$ cat src/rtl/core/assert_macros.svh
// Assertion macros shared by the RTL of the modular power block.
`ifndef ASSERT_MACROS_SVH
`define ASSERT_MACROS_SVH
`ifndef SYNTH
`define ASSERT_IMPL(lbl, clk, rstn, prop) \
  lbl: assert property (@(posedge clk) disable iff (!rstn) prop) else $error("assert failed");
`define ASSERT_NEVER(lbl, clk, rstn, cond) \
  lbl: assert property (@(posedge clk) disable iff (!rstn) !(cond)) else $error("never failed");
`else
`define ASSERT_IMPL(lbl, clk, rstn, prop)
`define ASSERT_NEVER(lbl, clk, rstn, cond)
`endif
`endif

$ cat src/rtl/core/mpow_pkg.sv
// ----------------------------------------------------------------------------
// mpow_pkg
// Types and constants shared by the modular power block.
// ----------------------------------------------------------------------------
package mpow_pkg;
  localparam int unsigned InW    = 31;
  localparam int unsigned OutW   = 30;
  localparam int unsigned ProdW  = 62;
  localparam logic [ProdW-1:0] Modulus = 62'd1000000007;
  // Reduction cells: one per quotient bit, shifts 32 down to 0
  localparam int unsigned NumCells = 33;

  typedef enum logic [1:0] {
    StIdle,
    StMul,
    StWait,
    StDone
  } state_e;

  typedef struct packed {
    logic             vld;
    logic             is_acc;
    logic [ProdW-1:0] rem;
  } cell_t;
endpackage

$ cat src/rtl/core/mpow_cell.sv
// ----------------------------------------------------------------------------
// mpow_cell
// One restoring-reduction cell: conditionally subtract a shifted modulus.
// ----------------------------------------------------------------------------
module mpow_cell import mpow_pkg::*; #(
  parameter int unsigned Shift = 0
) (
  input  logic  clk_i,
  input  logic  rst_ni,
  input  cell_t cell_i,
  output cell_t cell_o
);
  localparam logic [ProdW+32:0] Sub = {33'd0, Modulus} << Shift;

  cell_t cell_d, cell_q;
  logic [ProdW+32:0] ext;

  always_comb begin
    ext    = {33'd0, cell_i.rem};
    cell_d = cell_i;
    if (ext >= Sub) begin
      cell_d.rem = ProdW'(ext - Sub);
    end
  end

  always_ff @(posedge clk_i or negedge rst_ni) begin
    if (!rst_ni) begin
      cell_q <= '0;
    end else begin
      cell_q <= cell_d;
    end
  end

  assign cell_o = cell_q;
endmodule

$ cat src/rtl/core/mpow_reduce.sv
// ----------------------------------------------------------------------------
// mpow_reduce
// Chain of reduction cells taking a 62-bit product modulo the prime.
// ----------------------------------------------------------------------------
module mpow_reduce import mpow_pkg::*; (
  input  logic  clk_i,
  input  logic  rst_ni,
  input  cell_t in_i,
  output cell_t out_o
);
  cell_t chain [NumCells+1];

  assign chain[0] = in_i;

  for (genvar g = 0; g < NumCells; g++) begin : g_cell
    mpow_cell #(.Shift(NumCells - 1 - g)) u_cell (
      .clk_i  (clk_i),
      .rst_ni (rst_ni),
      .cell_i (chain[g]),
      .cell_o (chain[g+1])
    );
  end

  assign out_o = chain[NumCells];
endmodule

$ cat config.mk
export PLATFORM = sky130hd
export DESIGN_NAME = mpow_reduce
export DESIGN_NICKNAME = d
export VERILOG_FILES = /design/src/rtl/core/assert_macros.svh /design/src/rtl/core/mpow_pkg.sv /design/src/rtl/core/mpow_cell.sv /design/src/rtl/core/mpow_reduce.sv
export SDC_FILE = /design/constraint.sdc
export NUM_CORES = 2
export LEC_CHECK = 0
export BUFFER_PORTS_ARGS = -buffer_cell sky130_fd_sc_hd__buf_2
export CAP_MARGIN = 20
export CORE_ASPECT_RATIO = 0.7
export CORE_MARGIN = 1
export CORE_UTILIZATION = 63
export DETAILED_ROUTE_END_ITERATION = 16
export GPL_TIMING_DRIVEN = 0
export HOLD_SLACK_MARGIN = 0.03
export PLACE_DENSITY = 0.85
export SLEW_MARGIN = 20
export SYNTH_ARGS = -nofsm -noshare
export SYNTH_HDL_FRONTEND = slang
export SYNTH_SLANG_ARGS = --single-unit
$ cat constraint.sdc
create_clock -name clk_i -period 4.6 [get_ports clk_i]
set_clock_uncertainty 0.15 [all_clocks]
set_input_delay 0.23 -clock clk_i [delete_from_list [all_inputs] [get_ports clk_i]]
set_output_delay 0.23 -clock clk_i [all_outputs]
set_load 0.05 [all_outputs]
==> out/qor.csv <==
stage,metric,value,unit
detailed_routing,Routed Antenna Nets,0,
global_routing,met3 usage,0.08238,
run_status,status,"finished, final reports clean",
floorplan,row count,116,
critical_path,CP Data Arrival Time,5.01,ns
final_layout,Area Growth Syn to Fin,12.71,%
final_layout,area of the multi-input gates,0.03739,mm²
cts,root buf cell,clkbuf_16,
floorplan,Core Box Area,0.1437,mm²
cts,worst skew pair latency,0.90,ns
cts,Clock Sinks,2112,
final_layout,fin area,0.1034,mm²
critical_path,CP max FO,10,
job,Max Cap Violations,0,
critical_path,Crit Path Class,reg -> reg,
global_routing,global-route wire length before repair,394.0,mm
power_and_ir_drop,VDD IR-drop max,0.5550,mV
detailed_routing,DRT iter0 DRCs,8124,
timing,"Slew Viols, Final",0,
final_layout,Reg area,0.05285,mm²
cts,CTS buffer count,189,
detailed_routing,WL final,252.0,mm
place,cell area after placement,0.09522,mm²
critical_path,"Cell Chain, Critical Path","clkbuf_1, nor4_1, nor4b_2, or4b_2, a31oi_1, o31a_1, clkbuf_1, clkbuf_2, nor3_1, xor2_1",
synthesis,number of synthesized flops with an enable pin,0,
global_routing,initial antenna violation count,7,
power_and_ir_drop,LEAKAGE,43.05,nW
synthesis,Mapped Cells,8268,
detailed_routing,# DRC,0,
synthesis,top_reg_cell synth,dfrtp_1,
cts,Clock Path Buffers,3,
final_layout,post-layout util,0.7197,
final_layout,Final Non-Filler Cells,10800,
cts,H-tree levels,4,
timing,Hold Fails Final Rpt,0,
synthesis,post-synth cell types,90,
synthesis,asr flop ratio synth,1.000,
synthesis,Yosys Warn Count,0,
global_routing,grt ovf,0,
cts,post-CTS setup buffers,0,
detailed_routing,wire length per cell,23.34,µm
synthesis,syn_area_per_cell,11.10,µm²
floorplan,die area,0.1472,mm²
global_routing,vias in the first global route,67230,
critical_path,Critical Path Slowest Stage Cell,or4b_2,
floorplan,Initial Utilization,0.6385,
global_routing,GRT busiest layer,met1,
place,GPL Wtd Cong,0.9638,
place,HPWL after DPL,174.6,mm
critical_path,crit start category,register,
critical_path,CP max stage delay,0.68,ns
detailed_routing,drt via density,6.402,
synthesis,most common cell in the synthesized netlist,dfrtp_1,
floorplan,IO Count,130,
global_routing,GR Util met2,0.4832,
global_routing,pin count of the biggest net entering global routing,148,
timing,final period utilization,0.9552,
critical_path,CP Buf/Inv Count,3,
place,port bufs,128,
floorplan,Die Y,321.3,µm
global_routing,met1 Use GR,0.5329,
timing,final setup vio count,0,
synthesis,ranking of synthesized cells by area,"dfrtp_1 58%, xnor2_1 7.3%, xor2_1 6.5%",
synthesis,Synth top area share,0.5760,
final_layout,layout net count,8853,
hold_path,Hold WC Path Type,in -> reg,
final_layout,Largest register FFs,2112,
synthesis,"flops & latches, synth",2112,
critical_path,family with the most delay on the worst path,simple AND/OR/NAND/NOR gates,
timing,Worst-Margin Slew,1.140,ns
place,DP Cell Count,10300,
timing,Max-slew headroom,0.2332,
timing,Max Fclk,227.6,MHz
synthesis,syn_nets,8367,
cts,Clock Pin Slew Worst Setup and Hold Paths,0.07,ns
final_layout,fraction of layout cells with a size suffix above 1,0.07453,
synthesis,Synth area leader,dfrtp_1,
critical_path,CP Data Required Time,5.21,ns
final_layout,FILL cells,9597,
detailed_routing,vias,69140,
synthesis,"top cells by count, synth","2112 x dfrtp_1, 768 x xnor2_1, 678 x xor2_1, 639 x nand2_1, 612 x nor2_1",
cts,CTS tree,done,
timing,RSZ-0062 raised after global routing,false,
synthesis,Netlist Area Pre-Place,0.09175,mm²
detailed_routing,Initial DRT Pass Iterations,9,
critical_path,CP endpoint kind,register,
global_routing,total track usage,0.3445,
synthesis,"Seq/Total Area, Yosys",0.5760,
power_and_ir_drop,pwr dens,719.9,mW/mm²
critical_path,Critical Path Most Common Cell,clkbuf_1,
floorplan,die extent in x,458.1,µm
timing,setup_tns,0,ns
timing,fin crit period,4.394,ns
layout make-up:
class | instances | area share
clock buffers | 257 | 0.05122
diodes | 2 | 0.00004840
well taps | 1888 | 0.02284
repair buffers | 295 | 0.02539
multi-input cells | 5815 | 0.3616
clock inverters | 89 | 0.01272
plain buffers | 278 | 0.01277
flip-flops and latches | 2112 | 0.5111
inverters | 63 | 0.002287
per-stage QoR:
step | setup WS (ns) | total power, mW | hold WS (ns)
3_5_place_dp | 0.1167 | 56.23 | 0.1229
2_1_floorplan | 1.054 | 48.10 | -0.2156
3_3_place_gp | -39.32 | 55.62 | 0.1817
4_1_cts | 0.1111 | 73.69 | 0.04481
6_report | 0.2060 | 74.44 | 0.1254
5_1_grt | 0.05765 | 77.96 | 0.09731
cell usage in the layout (no fill, tap or decap), types with 40 or more instances in the layout:
cell type	instances
inv_1	63
buf_4	64
or2_2	63
dfrtp_1	2112
a21o_1	61
buf_2	130
o21a_1	40
nand3_1	343
and2_1	55
xnor2_1	768
nand2_1	639
nand4b_1	51
dlygate4sd3_1	150
nor4_1	348
nand2b_1	72
nand3b_1	55
xor2_1	678
o21ai_0	204
clkbuf_1	231
or4_1	100
nand4_1	160
nor2_1	612
nor3_1	406
and3_1	84
a31oi_1	86
or3_1	136
a211oi_1	66
clkbuf_16	190
a21oi_1	221
worst paths after layout:
check                      cells after the start  slack (ns)                                  start                                      to
setup / recovery                              10        0.21  g_cell[8].u_cell.cell_o[53]$_DFF_PN0_   g_cell[9].u_cell.cell_o[58]$_DFF_PN0_
hold / removal                                 3        0.13                               in_i[33]   g_cell[0].u_cell.cell_o[33]$_DFF_PN0_
setup reg to reg                              10        0.21  g_cell[8].u_cell.cell_o[53]$_DFF_PN0_   g_cell[9].u_cell.cell_o[58]$_DFF_PN0_
hold reg to reg                                0        0.15  g_cell[0].u_cell.cell_o[16]$_DFF_PN0_   g_cell[1].u_cell.cell_o[16]$_DFF_PN0_
max in group asynchronous                      8        0.72                                 rst_ni    g_cell[0].u_cell.cell_o[6]$_DFF_PN0_
min in group asynchronous                      4        0.48                                 rst_ni  g_cell[29].u_cell.cell_o[49]$_DFF_PN0_
power breakdown:
| group | internal (mW) | switching (mW) | total [mW] |
|---|---|---|---|
| clock | 9.38 | 7.35 | 16.7 |
| sequential | 25.5 | 8.58 | 34.1 |
| combinational | 9.88 | 13.8 | 23.7 |
| total | 44.7 | 29.7 | 74.4 |
timing repair:
item                       CTS  global route
gates resized for setup      0             4
hold buffers               151             0
setup endpoints to repair    0            14
hold endpoints to repair   608             0
kinds of logic after synthesis:
kind of cell	share of synthesized area
flip-flops	0.5760
AND/OR/NAND/NOR	0.1888
multiplexers	0.001827
XOR/XNOR	0.1380
adder cells (fa/ha/maj)	0.004500
buffers and inverters	0.01695
AO/OA/AOI/OAI	0.07386
worst reg2reg max path, stage by stage, from the launching register on:
cell,delay (ns)
dfrtp_1,0.36
clkbuf_1,0.26
nor4_1,0.57
nor4b_2,0.42
or4b_2,0.68
a31oi_1,0.51
o31a_1,0.23
clkbuf_1,0.41
clkbuf_2,0.37
nor3_1,0.10
xor2_1,0.23
layer usage:
metal	share of wire	vias up
met5	0.00027	-
met4	0.030	12
met3	0.10	713
met2	0.42	3957
met1	0.45	34260
li1	-	30200
(Power assumes the default switching activity.)
